<file path="src/mcfd_pkg.sv">
// shared types and constants for the cross filter mipmap downsampler
// no dependencies; imported by every module of the block
package mcfd_pkg;

  // default line store limits
  localparam int DEFAULT_MAX_WIDTH  = 2048;
  localparam int DEFAULT_MAX_HEIGHT = 2048;

  // configuration port
  localparam int CFG_INDEX_W = 1;
  localparam int CFG_DATA_W  = 12;
  localparam logic [CFG_INDEX_W-1:0] REG_SOURCE_WIDTH  = 1'b0;
  localparam logic [CFG_INDEX_W-1:0] REG_SOURCE_HEIGHT = 1'b1;

  // payload widths
  localparam int PIX_W   = 32;
  localparam int COORD_W = 10;

  // queue between front and back
  localparam int QDEPTH = 4;
  localparam int QAW    = $clog2(QDEPTH);
  localparam int QLW    = $clog2(QDEPTH + 1);

  // channel sums of up to five bytes, divided by a reciprocal multiply
  localparam int SUM_W       = 11;
  localparam int RECIP_W     = 12;
  localparam int RECIP_SHIFT = 13;
  localparam logic [RECIP_W-1:0] RECIP_3 = 12'd2731;
  localparam logic [RECIP_W-1:0] RECIP_4 = 12'd2048;
  localparam logic [RECIP_W-1:0] RECIP_5 = 12'd1639;

  // one output pixel's neighborhood, ready for averaging
  typedef struct packed {
    logic [PIX_W-1:0]   center;
    logic [PIX_W-1:0]   right;
    logic [PIX_W-1:0]   left;
    logic [PIX_W-1:0]   below;
    logic [PIX_W-1:0]   above;
    logic               has_left;
    logic               has_above;
    logic [COORD_W-1:0] ox;
    logic [COORD_W-1:0] oy;
    logic               last;
  } entry_t;

  // reciprocal of the neighbor count (3, 4 or 5)
  function automatic logic [RECIP_W-1:0] recip_sel(input logic has_left,
                                                   input logic has_above);
    logic [RECIP_W-1:0] r;
    if (has_left && has_above) r = RECIP_5;
    else if (has_left || has_above) r = RECIP_4;
    else r = RECIP_3;
    return r;
  endfunction

endpackage

</file>
<file path="src/mcfd_queue.sv">
// short register queue that decouples the front end from the averaging back end
// depends on mcfd_pkg for the entry type and depth
module mcfd_queue (
  input  logic             clk,
  input  logic             rst,
  input  logic             wr,
  input  mcfd_pkg::entry_t wr_data,
  output logic             almost_full,
  input  logic             rd,
  output logic             q_empty,
  output mcfd_pkg::entry_t rd_data
);
  import mcfd_pkg::*;

  entry_t           slots [QDEPTH];
  logic [QAW-1:0]   wr_ptr;
  logic [QAW-1:0]   rd_ptr;
  logic [QLW-1:0]   level;

  // one slot is kept spare for the item still in the front stage
  assign almost_full = level >= QLW'(QDEPTH - 1);
  assign q_empty     = (level == '0);
  assign rd_data     = slots[rd_ptr];

  always_ff @(posedge clk) begin
    if (wr) slots[wr_ptr] <= wr_data;
  end

  // pointers and fill level
  always_ff @(posedge clk) begin
    if (rst) begin
      wr_ptr <= '0;
      rd_ptr <= '0;
      level  <= '0;
    end else begin
      if (wr) wr_ptr <= wr_ptr + QAW'(1);
      if (rd) rd_ptr <= rd_ptr + QAW'(1);
      if (wr && !rd) level <= level + QLW'(1);
      else if (rd && !wr) level <= level - QLW'(1);
    end
  end

  // checks
  a_no_overflow: assert property (@(posedge clk) disable iff (rst)
    wr |-> (level != QLW'(QDEPTH)) || rd)
    else $error("queue write while full");

  a_no_underflow: assert property (@(posedge clk) disable iff (rst)
    rd |-> level != '0)
    else $error("queue read while empty");

endmodule

</file>
<file path="config.mk">
export PLATFORM = sky130hd
export DESIGN_NAME = mcfd_queue
export DESIGN_NICKNAME = d
export VERILOG_FILES = /design/src/mcfd_pkg.sv /design/src/mcfd_queue.sv
export SDC_FILE = /design/constraint.sdc
export NUM_CORES = 1
export LEC_CHECK = 0
export BUFFER_PORTS_ARGS = -buffer_cell sky130_fd_sc_hd__clkbuf_2
export CORE_MARGIN = 5
export CORE_UTILIZATION = 57
export CTS_CLUSTER_SIZE = 28
export DETAILED_ROUTE_END_ITERATION = 16
export PLACE_DENSITY = 0.79
export RECOVER_POWER = 100
export SYNTH_ARGS = -nofsm -noshare
export SYNTH_HDL_FRONTEND = slang
export SYNTH_SLANG_ARGS = --single-unit
</file>
<file path="constraint.sdc">
create_clock -name clk -period 7.1 [get_ports clk]
set_input_delay 0.71 -clock clk [delete_from_list [all_inputs] [get_ports clk]]
set_output_delay 0.71 -clock clk [all_outputs]
set_load 0.005 [all_outputs]
</file>
# After elaboration in Yosys (flattened, before gate mapping)
# Memories as Yosys holds them, arrays and structs flattened. A register that Yosys moved wholly into a read port is not among the register bits.
# Index checks and enable logic that the tools add are counted.
[word_totals]
register_bits = 7
mem_bits_rw = 732
in_bits = 187
output_inout_bits = 185
wordCells = 21
memories = 1
[mem_list]
columns = ["name", "words", "width", "read_ports", "rd_ports_with_merged_regs", "wr", "line_no", "rtl"]
rows = [
  ["slots", 4, 183, 1, 1, 1, "mcfd_queue.sv:15", "entry_t slots [QDEPTH];"],
]
[classes]
addsub = 4
magnitude_cmp = 1
mux = 6
n_reduce_logical = 6
[op_table]
columns = ["operator", "n"]
rows = [
  ["$mux 3", 2],
  ["$add 2x1->2 const B", 2],
  ["$mux 2", 2],
  ["$add 3x1->3 const B", 1],
  ["$ge 3x2->1 const B", 1],
  ["$logic_not 3->1", 1],
  ["$sub 3x1->3 const B", 1],
  ["$logic_and 1x1->1", 2],
  ["$logic_not 1->1", 2],
  ["$mux 1", 2],
  ["$reduce_bool 2->1", 1],
]

# Depth between registers and ports, before layout
[logic_depth]
ltp_word = 4
mapped_depth = 7

# Worst setup path after synthesis
# Ideal clock, no wire load.
[synth_path]
path_kind = "input port to flip-flop"
from = "input wr"
to = "memory slots[0][0] (netlist bit) (enable)"
setup_time_ns = 0.565
t_arrival_ns = 4.869
required_time_ns = 6.535
slack_ns = 1.667
path_stages = 1
cell_sequence = "and2_1"
[synth_via]
elab_chain_len = 2
[synth_lines]
columns = ["element", "line_no", "rtl"]
rows = [
  ["start: declaration", "mcfd_queue.sv:6", "input logic wr,"],
  ["$mux 1", "mcfd_queue.sv:26", "if (wr) slots[wr_ptr] <= wr_data;"],
  ["$mux 1 (implied by the code)", "mcfd_queue.sv:26", ""],
  ["end: declaration", "mcfd_queue.sv:15", ""],
]
# Every way passes these cells.

# Worst setup path in the final report
[layout_path]
from = "register wr_ptr[0]"
to = "memory slots[0][16] (netlist bit) (enable)"
[layout_lines]
columns = ["element", "line_no", "rtl"]
rows = [
  ["start: declaration", "mcfd_queue.sv:16", "logic [QAW-1:0] wr_ptr;"],
  ["start signal: assignment", "mcfd_queue.sv:36", "if (wr) wr_ptr <= wr_ptr + QAW'(1);"],
]
# Straight into the memory's write port.

==> results.md <==
* Final std cells w/o fill at 2075
* FF+latch count, synth at 741
* Wire per inst at 25.7 um
* Routed Antenna Nets at 0
* Gpl congestion at 0.736
* Core box area at 46800 um^2
* Placed cells at 1949
* DRC at 0
* Clock slew at reported path FFs at 0.06 ns
* Critical path data required time at 7.24 ns
* Max Slew Vio Count at 533
* Synthesized netlist cell count at 1000
* Number of global-route vias before repair at 12886
* Power share of the clock group at 37.6%
* Num CTS Buffers at 71
* Layout overhead on the synthesized area at 14.9%
* Antenna violations before repair at 6
* Cell internal pwr at 7.48 mW
* Largest family of logic cells by synthesized area: multiplexers
* Net Sw Frac at 20.8%
* Slew @ Worst Pin at 3.55 ns
* Global-route wire length before repair at 81000 um
* Min Hold Slack at 0.381 ns
* Simple-Gate Fraction of Synth Area at 0.245%
* Ratio of final minimum period to clock period at 70.6%
* Crit start category: register
* Setup bufs post-CTS at 0
* Setup Skew at 0.00761 ns
* Mapped cell area at 27000 um^2
* Status: finished, violations left
* Crit path max fanout at 91
* Setup_tns at 0 ns
* Clock buffer depth at 3
* Grt ovf at 0
* Setup violations, final at 0
* Number of buffers added on ports at 371
* Largest net degree at the start of global routing at 96
* Max Freq at 199 MHz
* Clk Tree Root Cell: clkbuf_16
* CTS tree: yes
* Yosys warns at 0
* XOR/XNOR share of the synthesized area at 0.162%
* TritonRoute pass-1 iters at 5
* CP endpoint kind: register
* Maximum vdd ir drop at 0.276 mV
* Htree depth at 3
* RSZ-0062 raised after global routing: no
* CP arrival at 5.15 ns
* Via count at 12091
* Final nets at 1608
* R2R Setup Slk at 2.09 ns
* Fin. Hold Viols at 0
* Setup WS pre-CTS at 3.98 ns
* Sequential Power Share at 54.2%
* Hold_buf cts at 0
* # fillers at 2987
* Placed cell areas at 29300 um^2
* Multiplexer share of the synthesized area at 15.3%
* Share of cells above drive strength 1 at 22.2%
* Failing checks: max-capacitance violations, max-slew violations
* Pleak at 9.61 nW
* Crit path time final at 5.01 ns
* Detailed Route Iter0 Violations at 910
* Pwr Total at 9.44 mW
* WL final at 53400 um
* Initial core utilization at 57.8%
* Die Span Y at 228 um
* Clock Sinks at 741
* # IOs at 372
* GRT Util Overall at 20.5%
* Post-Synth Adder-Cell Area at 0.306%
* Compound-Gate Fraction of Synth Area at 0.0648%
* Post-DP HPWL at 31600 um
* Syn nets at 1193
* Crit Path Category: register to register
* Gate power share at 8.2%
* Final cell area excluding filler cells at 31000 um^2
* Max Cap Viol at 10
* Sequential share of the synthesized area at 82.0%
* Final Util at 66.4%
* Net Switching at 1.96 mW
* Setup WS post-layout at 2.09 ns
* Clock latency at the later pin of the worst-skew pair at 0.58 ns
* Power Density at 304 nW/um^2
* Die Footprint at 51900 um^2
* Vias per inst at 5.83
* Die W at 228 um
* Avg Inst Size Synth at 27.0 um^2
* Gates resized, CTS repair at 0
* Max transition margin at -137%
* Netlist cell types at 22
* HP Class: primary input to register
* Row Count at 79
flip-flops by register name, summed over array words and instances, names as in the netlist, named ones only:
register  count
level         3
rd_ptr        2
slots       732
wr_ptr        2
per-layer routing:
layer | part of all wire [%] | vias to the layer above | track usage [%]
met5 | 0.099 | - | 0
met4 | 2.3 | 8 | 6.07
met3 | 10 | 88 | 7.43
met2 | 51 | 496 | 33.4
met1 | 37 | 6314 | 26.7
li1 | - | 5185 | -
final timing paths:
| kind | start | end | cells after the start |
|---|---|---|---|
| max | wr_ptr[0]$_SDFFE_PP0P_ | slots[0][16]$_DFFE_PP_ | 4 |
| min | wr_data[179] | slots[3][179]$_DFFE_PP_ | 1 |
| max reg2reg | wr_ptr[0]$_SDFFE_PP0P_ | slots[0][16]$_DFFE_PP_ | 4 |
| min reg2reg | level[2]$_SDFFE_PP0P_ | level[2]$_SDFFE_PP0P_ | 2 |
layout make-up:
class	count	area, um^2	share of cell area (%)
antenna	7	17.5	0.0564
clock buffer	87	1880	6.05
clock inverter	32	294	0.947
inverter	4	15.0	0.0484
multi-input combinational	213	4350	14.0
sequential	741	22200	71.4
tap	607	759	2.45
timing repair buffer	384	1560	5.03
critical path: stages, from the launching register on:
cell and delay (ns):
dfxtp_1 0.34, inv_1 0.10, ha_1 0.14, and2_0 1.76, clkbuf_2 2.04
synthesized netlist by cell type:
library cell	count	share of area, %
fa_1	1	0.074
buf_2	17	0.31
buf_12	19	1.4
nor2_1	7	0.097
ha_1	5	0.23
mux4_2	183	15
clkbuf_1	4	0.056
dfxtp_1	9	0.67
xnor2_1	2	0.065
buf_4	1	0.028
edfxtp_1	732	81
nand2_1	1	0.014
and2_1	4	0.093
or3_1	1	0.023
o21ai_0	1	0.018
inv_1	4	0.056
nor3_1	1	0.018
xor2_1	3	0.097
a21o_1	1	0.028
buf_6	1	0.042
a21oi_1	1	0.018
mux2i_1	2	0.074
layout by cell type, fill, tap and decap left out, drive strengths merged, types with 3 or more instances in the layout:
cell type and n:
edfxtp 732, clkbuf 462, mux4 183, clkinv 25, dfxtp 9, buf 9
diode 7, nor2 7, bufinv 6, ha 5, inv 4, and2 4
xor2 3
power groups by stage:
stage	combinational [mW]	sequential (mW)	clock, mW
CTS	0.846	5.11	3.62
floorplan	0.507	5.19	0
global route	0.848	5.13	3.83
finish	0.777	5.12	3.55
detailed placement	0.838	5.19	0
global placement	0.827	5.18	0
kinds of logic (layout without fill, tap and decap cells):
| family | after synthesis | count (layout) |
|---|---|---|
| simple gates | 14 | 14 |
| xor+xnor | 5 | 5 |
| compound gates | 3 | 3 |
| other cells | 0 | 7 |
| fa+ha+maj | 6 | 6 |
| mux | 185 | 185 |
| buf+inv | 46 | 507 |
| flops | 741 | 741 |
Power figures use the tool's default switching activity.
