==> config.mk <==
export PLATFORM = sky130hd
export DESIGN_NAME = mcfd_back
export DESIGN_NICKNAME = d
export VERILOG_FILES = /design/src/mcfd_pkg.sv /design/src/mcfd_back.sv
export SDC_FILE = /design/constraint.sdc
export NUM_CORES = 1
export LEC_CHECK = 0
export ABC_AREA = 0
export ABC_CLOCK_PERIOD_IN_PS = 5900
export BUFFER_PORTS_ARGS = -buffer_cell sky130_fd_sc_hd__buf_2
export CAP_MARGIN = 40
export CORE_MARGIN = 2
export CORE_UTILIZATION = 30
export CTS_CLUSTER_DIAMETER = 60
export CTS_CLUSTER_SIZE = 30
export DETAILED_ROUTE_END_ITERATION = 10
export HOLD_SLACK_MARGIN = 0.05
export PLACE_DENSITY = 0.57
export SYNTH_ARGS = -nofsm -noshare
export SYNTH_HDL_FRONTEND = slang
export SYNTH_SLANG_ARGS = --single-unit
export TNS_END_PERCENT = 5
==> constraint.sdc <==
create_clock -name clk -period 5.9 [get_ports clk]
set_clock_uncertainty 0.2 [all_clocks]
set_input_delay 0.295 -clock clk [delete_from_list [all_inputs] [get_ports clk]]
set_output_delay 0.295 -clock clk [all_outputs]
set_load 0.05 [all_outputs]
==> src/mcfd_pkg.sv <==
// shared types and constants for the cross filter mipmap downsampler
// no dependencies; imported by every module of the block
package mcfd_pkg;

  // default line store limits
  localparam int DEFAULT_MAX_WIDTH  = 2048;
  localparam int DEFAULT_MAX_HEIGHT = 2048;

  // configuration port
  localparam int CFG_INDEX_W = 1;
  localparam int CFG_DATA_W  = 12;
  localparam logic [CFG_INDEX_W-1:0] REG_SOURCE_WIDTH  = 1'b0;
  localparam logic [CFG_INDEX_W-1:0] REG_SOURCE_HEIGHT = 1'b1;

  // payload widths
  localparam int PIX_W   = 32;
  localparam int COORD_W = 10;

  // queue between front and back
  localparam int QDEPTH = 4;
  localparam int QAW    = $clog2(QDEPTH);
  localparam int QLW    = $clog2(QDEPTH + 1);

  // channel sums of up to five bytes, divided by a reciprocal multiply
  localparam int SUM_W       = 11;
  localparam int RECIP_W     = 12;
  localparam int RECIP_SHIFT = 13;
  localparam logic [RECIP_W-1:0] RECIP_3 = 12'd2731;
  localparam logic [RECIP_W-1:0] RECIP_4 = 12'd2048;
  localparam logic [RECIP_W-1:0] RECIP_5 = 12'd1639;

  // one output pixel's neighborhood, ready for averaging
  typedef struct packed {
    logic [PIX_W-1:0]   center;
    logic [PIX_W-1:0]   right;
    logic [PIX_W-1:0]   left;
    logic [PIX_W-1:0]   below;
    logic [PIX_W-1:0]   above;
    logic               has_left;
    logic               has_above;
    logic [COORD_W-1:0] ox;
    logic [COORD_W-1:0] oy;
    logic               last;
  } entry_t;

  // reciprocal of the neighbor count (3, 4 or 5)
  function automatic logic [RECIP_W-1:0] recip_sel(input logic has_left,
                                                   input logic has_above);
    logic [RECIP_W-1:0] r;
    if (has_left && has_above) r = RECIP_5;
    else if (has_left || has_above) r = RECIP_4;
    else r = RECIP_3;
    return r;
  endfunction

endpackage

==> src/mcfd_back.sv <==
// back end: per-channel sums, division by the neighbor count, output register
// depends on mcfd_pkg; reads entries from mcfd_queue
module mcfd_back (
  input  logic                         clk,
  input  logic                         rst,
  input  logic                         q_empty,
  output logic                         q_pop,
  input  mcfd_pkg::entry_t             q_data,
  output logic                         empty,
  input  logic                         pop,
  output logic [mcfd_pkg::PIX_W-1:0]   out_color,
  output logic [mcfd_pkg::COORD_W-1:0] out_x,
  output logic [mcfd_pkg::COORD_W-1:0] out_y,
  output logic                         last_pixel
);
  import mcfd_pkg::*;

  logic                     sum_ready;
  logic                     res_ready;
  logic [SUM_W-1:0]         sum_next [4];
  logic [SUM_W-1:0]         sum_q    [4];
  logic [RECIP_W-1:0]       recip_q;
  logic [COORD_W-1:0]       sx;
  logic [COORD_W-1:0]       sy;
  logic                     slast;
  logic                     sum_valid;
  logic [SUM_W+RECIP_W-1:0] prod [4];
  logic [PIX_W-1:0]         color_next;
  logic                     res_valid;

  assign res_ready = !res_valid || pop;
  assign sum_ready = !sum_valid || res_ready;
  assign q_pop     = !q_empty && sum_ready;
  assign empty     = !res_valid;

  // channel sums over the cross, absent neighbors masked
  always_comb begin
    for (int ch = 0; ch < 4; ch++) begin
      sum_next[ch] = SUM_W'(q_data.center[8*ch +: 8]) +
                     SUM_W'(q_data.right[8*ch +: 8]) +
                     SUM_W'(q_data.below[8*ch +: 8]) +
                     (q_data.has_left  ? SUM_W'(q_data.left[8*ch +: 8])  : '0) +
                     (q_data.has_above ? SUM_W'(q_data.above[8*ch +: 8]) : '0);
    end
  end

  always_ff @(posedge clk) begin
    if (rst) sum_valid <= 1'b0;
    else if (sum_ready) sum_valid <= q_pop;
  end

  always_ff @(posedge clk) begin
    if (q_pop) begin
      for (int ch = 0; ch < 4; ch++) sum_q[ch] <= sum_next[ch];
      recip_q <= recip_sel(q_data.has_left, q_data.has_above);
      sx      <= q_data.ox;
      sy      <= q_data.oy;
      slast   <= q_data.last;
    end
  end

  // truncating divide by 3, 4 or 5 as a reciprocal multiply
  always_comb begin
    for (int ch = 0; ch < 4; ch++) begin
      prod[ch] = (SUM_W+RECIP_W)'(sum_q[ch]) * (SUM_W+RECIP_W)'(recip_q);
      color_next[8*ch +: 8] = prod[ch][RECIP_SHIFT +: 8];
    end
  end

  // output register
  always_ff @(posedge clk) begin
    if (rst) res_valid <= 1'b0;
    else if (res_ready) res_valid <= sum_valid;
  end

  always_ff @(posedge clk) begin
    if (res_ready && sum_valid) begin
      out_color  <= color_next;
      out_x      <= sx;
      out_y      <= sy;
      last_pixel <= slast;
    end
  end

  // checks
  a_sum_holds: assert property (@(posedge clk) disable iff (rst)
    sum_valid && !res_ready |=> sum_valid && $stable(recip_q) && $stable(sx))
    else $error("sum stage lost its item under stall");

endmodule

# Word level (Yosys, flattened, before mapping)
# Memories as Yosys holds them, arrays and structs flattened.
# Index checks and enable logic that the tools add are counted.
totals:
  out_inout_bits: 55
  in_bits: 187
  register_bits: 88
  ram_bits: 44
  memories: 1
  wordCells: 51
mem_list:
  columns: ["memory", "words", "word_bits", "read_ports", "rd_ports_with_merged_regs", "write_ports", "line_no", "source"]
  rows:
  - ["sum_q", 4, 11, 4, 0, 4, "mcfd_back.sv:21", "logic [SUM_W-1:0] sum_q [4];"]
classes:
  n_mux: 11
  n_mul: 4
  reduce_logical: 9
  addsub: 16
op_table:
  columns: ["op", "count"]
  rows:
  - ["11-bit by 12-bit multiplier with 21-bit output", 4]
  - ["8-bit 2-to-1 mux", 8]
  - ["10-bit by 8-bit adder with 11-bit output", 4]
  - ["11-bit by 8-bit adder with 11-bit output", 4]
  - ["9-bit by 8-bit adder with 10-bit output", 4]
  - ["8-bit by 8-bit adder with 9-bit output", 4]
  - ["10-bit 2-to-1 mux", 1]
  - ["1-bit logical AND", 3]
  - ["1-bit logical NOT", 3]
  - ["1-bit logical OR", 3]
  - ["1-bit 2-to-1 mux", 2]

# Depth between registers and ports, before layout
logic_depth:
  depth_word: 6
  depth_mapped: 22
  depth_no_buf: 20

# Worst setup path after synthesis
# OpenSTA, ideal clock, no wires.
synth_path:
  path_type: "flip-flop to flip-flop"
  startpoint: "register recip_q[10]"
  endpoint: "register out_color[31] (netlist bit) (data pin)"
  n_path_buf: 3
  slack_ns: 0.054
  path_stages_with_launch: 21
  arrival_ns: 5.381
  setup_time_ns: 0.265
  path_cell_list: "edfxtp_1 clkbuf_1 clkbuf_1 clkbuf_1 nand2_1 fa_1 fa_1 fa_1 inv_1 fa_1 inv_1 fa_1 inv_1 ha_1 o21a_1 o2111ai_1 o22ai_1 a21oi_1 a21oi_1 and4_1 or3_1"
synth_via:
  elab_chain_cells: 1
synth_rtl:
  columns: ["item", "line_no", "source"]
  rows:
  - ["from (decl)", "mcfd_back.sv:22", "logic [RECIP_W-1:0] recip_q;"]
  - ["from (signal assigned)", "mcfd_back.sv:55", "recip_q <= recip_sel(q_data.has_left, q_data.has_above);"]
  - ["11-bit by 12-bit multiplier with 21-bit output", "mcfd_back.sv:65", "prod[ch] = (SUM_W+RECIP_W)'(sum_q[ch]) * (SUM_W+RECIP_W)'(recip_q);"]
  - ["net color_next[31]", "mcfd_back.sv:28", "logic [PIX_W-1:0] color_next;"]
  - ["to (signal assigned)", "mcfd_back.sv:78", "out_color <= color_next;"]
  - ["to (decl)", "mcfd_back.sv:11", "output logic [mcfd_pkg::PIX_W-1:0] out_color,"]
# The timed path passes the listed nets, and every way through them passes these cells.
# A chain may end at the register's enable or synchronous reset.

# Worst setup path after layout
layout_path:
  startpoint: "register recip_q[9]"
  endpoint: "register out_color[31] (netlist bit) (data pin)"
# The elaborated chain is that of the path after synthesis.

==> results.cfg <==
[outcome]
status = finished, final reports clean

[global_routing]
grt_max_degree = 50
grt_pass1_vias = 14420
antenna_found_initial = 2
grt_overflow_total = 0
grt_pass1_wl_mm = 73.43
track_usage_pct = 13.93

[setup_path]
worstSetupStartpointType = flop
ff2ff_path_depth = 19
crit_fanout = 28
crit_type = flop to flop
worstSetupEndpointType = flop
worstPathRequired_ns = 5.92
crit_arrival_ns = 5.62

[detailed_routing]
drt_pre_antenna_iters = 5
avgRoutedWirePerCell_um = 15.12
drt-initial-drc-count = 560
vias = 12790
final_antenna_net_count = 0
drc_errors = 0
wirelength_mm = 44.71
vias_per_cell = 4.324

[synth]
synth_cell_types = 52
syn_nets = 2620
synth.most_common_cell = inv_1
synthTopCellsByCount = inv_1 (455), fa_1 (334), ha_1 (291), and2_1 (193), edfxtp_1 (122)
ys.flop_type = edfxtp_1
synth.cell_area_um2 = 19490
yosysSeqAreaShare_pct = 19.01
async_flop_share_pct = 0
synth_top_area_cell = fa_1
yosys_warnings = 0
ys_ff_latch = 124
postSynthCellCount = 1808
netlist_top_cells_area = fa_1 (34%), edfxtp_1 (19%), ha_1 (19%), inv_1 (8.8%), and2_1 (6.2%)
synth.avg_cell_area_um2 = 10.78
synth_top_area_share_pct = 34.31
synth_enable_flop_cells = 122

[die]
die_w_um = 258.9
core_um2 = 64350
die_area_um2 = 67010
io_pins = 242
start_util_pct = 30.28
row_count = 93
die_h_um = 258.9

[worst_hold_path]
min_path_type = primary input to flop
holdPathStages = 3

[clocking]
cts_htree_levels = 4
numCtsBuffers = 17
postCtsSetupRepairBufs = 0
path_clk_slew_ns = 0.07
cts_tree = yes
root_buffer = clkbuf_16
clk_latency_ns = 0.47
cts.path.max_buffers = 2
clock-sinks = 124

[placed_design]
routabilityCongestion = 0.8930
hpwl_mm = 39.11
portBuffers = 241

[timing]
setup_viol = 0
rsz0062_at_grt = false
tightest_slew_ns = 0.7283
drv_slew = 0
hold_viol_final = 0
max_slew_margin_pct = 51.45
finalCritPeriodShare_pct = 94.97
fin_setup_tns_ns = 0
period_minus_slack_ns = 5.603
clock.fmax_mhz = 178.5

[finish]
nNetsFinal = 2900
drive_gt1_share_pct = 14.42
syn_to_final_growth_pct = 16.55

[flow_run]
drv_cap = 0
[final cells by class]
| class | instances | area (µm²) |
|---|---|---|
| flip-flops and latches | 124 | 3704 |
| multi-input cells | 1205 | 14010 |
| repair buffers | 285 | 1620 |
| clock buffers | 18 | 429.2 |
| fillers | 6417 | 41640 |
| diodes | 2 | 5.005 |
| inverters | 455 | 1708 |
| clock inverters | 14 | 160.2 |
| well taps | 855 | 1070 |
[metrics by stage]
stage | hold WS [ns] | utilization [%] | instances | area [µm²] | setup slack, ns
floorplan | 0.1641 | - | 1808 | 19490 | 0.05389
global placement | 0.2001 | 33.93 | 2897 | 21830 | 0.3239
detailed placement | 0.2070 | 33.93 | 2897 | 21830 | 0.2117
CTS | 0.07459 | 35.26 | 2956 | 22690 | 0.2110
global route | 0.08634 | 35.29 | 2957 | 22710 | 0.02125
finish | 0.07932 | 35.29 | 2958 | 22710 | 0.2968
[metal layers]
layer / global-route usage, % / share of wire, % / up-vias / wire length, µm
met2: 24.49 / 51 / 156 / 22900
met4: 3.035 / 1.1 / 2 / 491
met3: 2.563 / 2.9 / 30 / 1292
met5: 0 / 0.029 / - / 13
met1: 17.75 / 45 / 6376 / 20010
li1: - / - / 6227 / -
[layout by cell type, fill, tap and decap left out, types with 31 or more instances in the layout]
cell	synthesis	final
xor2_1	31	31
nand2_1	72	71
ha_1	291	291
xnor2_1	51	51
buf_2	0	241
fa_1	334	334
inv_1	455	455
and2_1	193	193
a21oi_1	64	62
edfxtp_1	122	122
[worst max-delay path, stage by stage (launching register included)]
cell and delay (ns):
edfxtp_1 0.45, buf_12 0.19, nand2_1 0.11, inv_1 0.09, fa_1 0.50, fa_1 0.58, fa_1 0.43, fa_1 0.49
inv_1 0.05, fa_1 0.47, inv_1 0.04, ha_1 0.30, and2_1 0.19, o2111ai_1 0.14, o22ai_1 0.23, a21oi_1 0.13
a21oi_1 0.18, buf_4 0.15, nor4_1 0.04, or3_1 0.36
[flip-flops by register name (all words and copies together), names as in the netlist]
| name | flops |
|---|---|
| res_valid | 1 |
| out_y | 10 |
| sum_q | 44 |
| last_pixel | 1 |
| sum_valid | 1 |
| sy | 10 |
| recip_q | 4 |
| sx | 10 |
| out_x | 10 |
| slast | 1 |
| out_color | 32 |
[logic make-up after synthesis]
| group | after synthesis | share of synthesized area (%) |
|---|---|---|
| AND/OR/NAND/NOR | 331 | 9.561 |
| XOR/XNOR | 82 | 3.686 |
| flip-flops | 124 | 19.01 |
| adder cells (fa/ha/maj) | 625 | 53.00 |
| buffers and inverters | 479 | 9.227 |
| AO/OA/AOI/OAI | 166 | 5.471 |
| multiplexers | 1 | 0.05137 |
[path summary, 6_finish.rpt]
kind                            startpoint       endpoint  slack [ns]
worst max-delay path            recip_q[9]  out_color[31]        0.30
worst min-delay path            q_data[23]    sum_q[0][0]        0.08
worst max register to register  recip_q[9]  out_color[31]        0.30
worst min register to register       sy[9]       out_y[9]        0.22
[repair_timing]
action,4_1_cts,5_1_grt
gates resized for setup,0,5
hold endpoints to repair,26,0
hold buffers,27,0
setup endpoints to repair,0,7
Power is not shown: default switching activity piles up to over one toggle a cycle in this logic, so the estimate is an artifact.
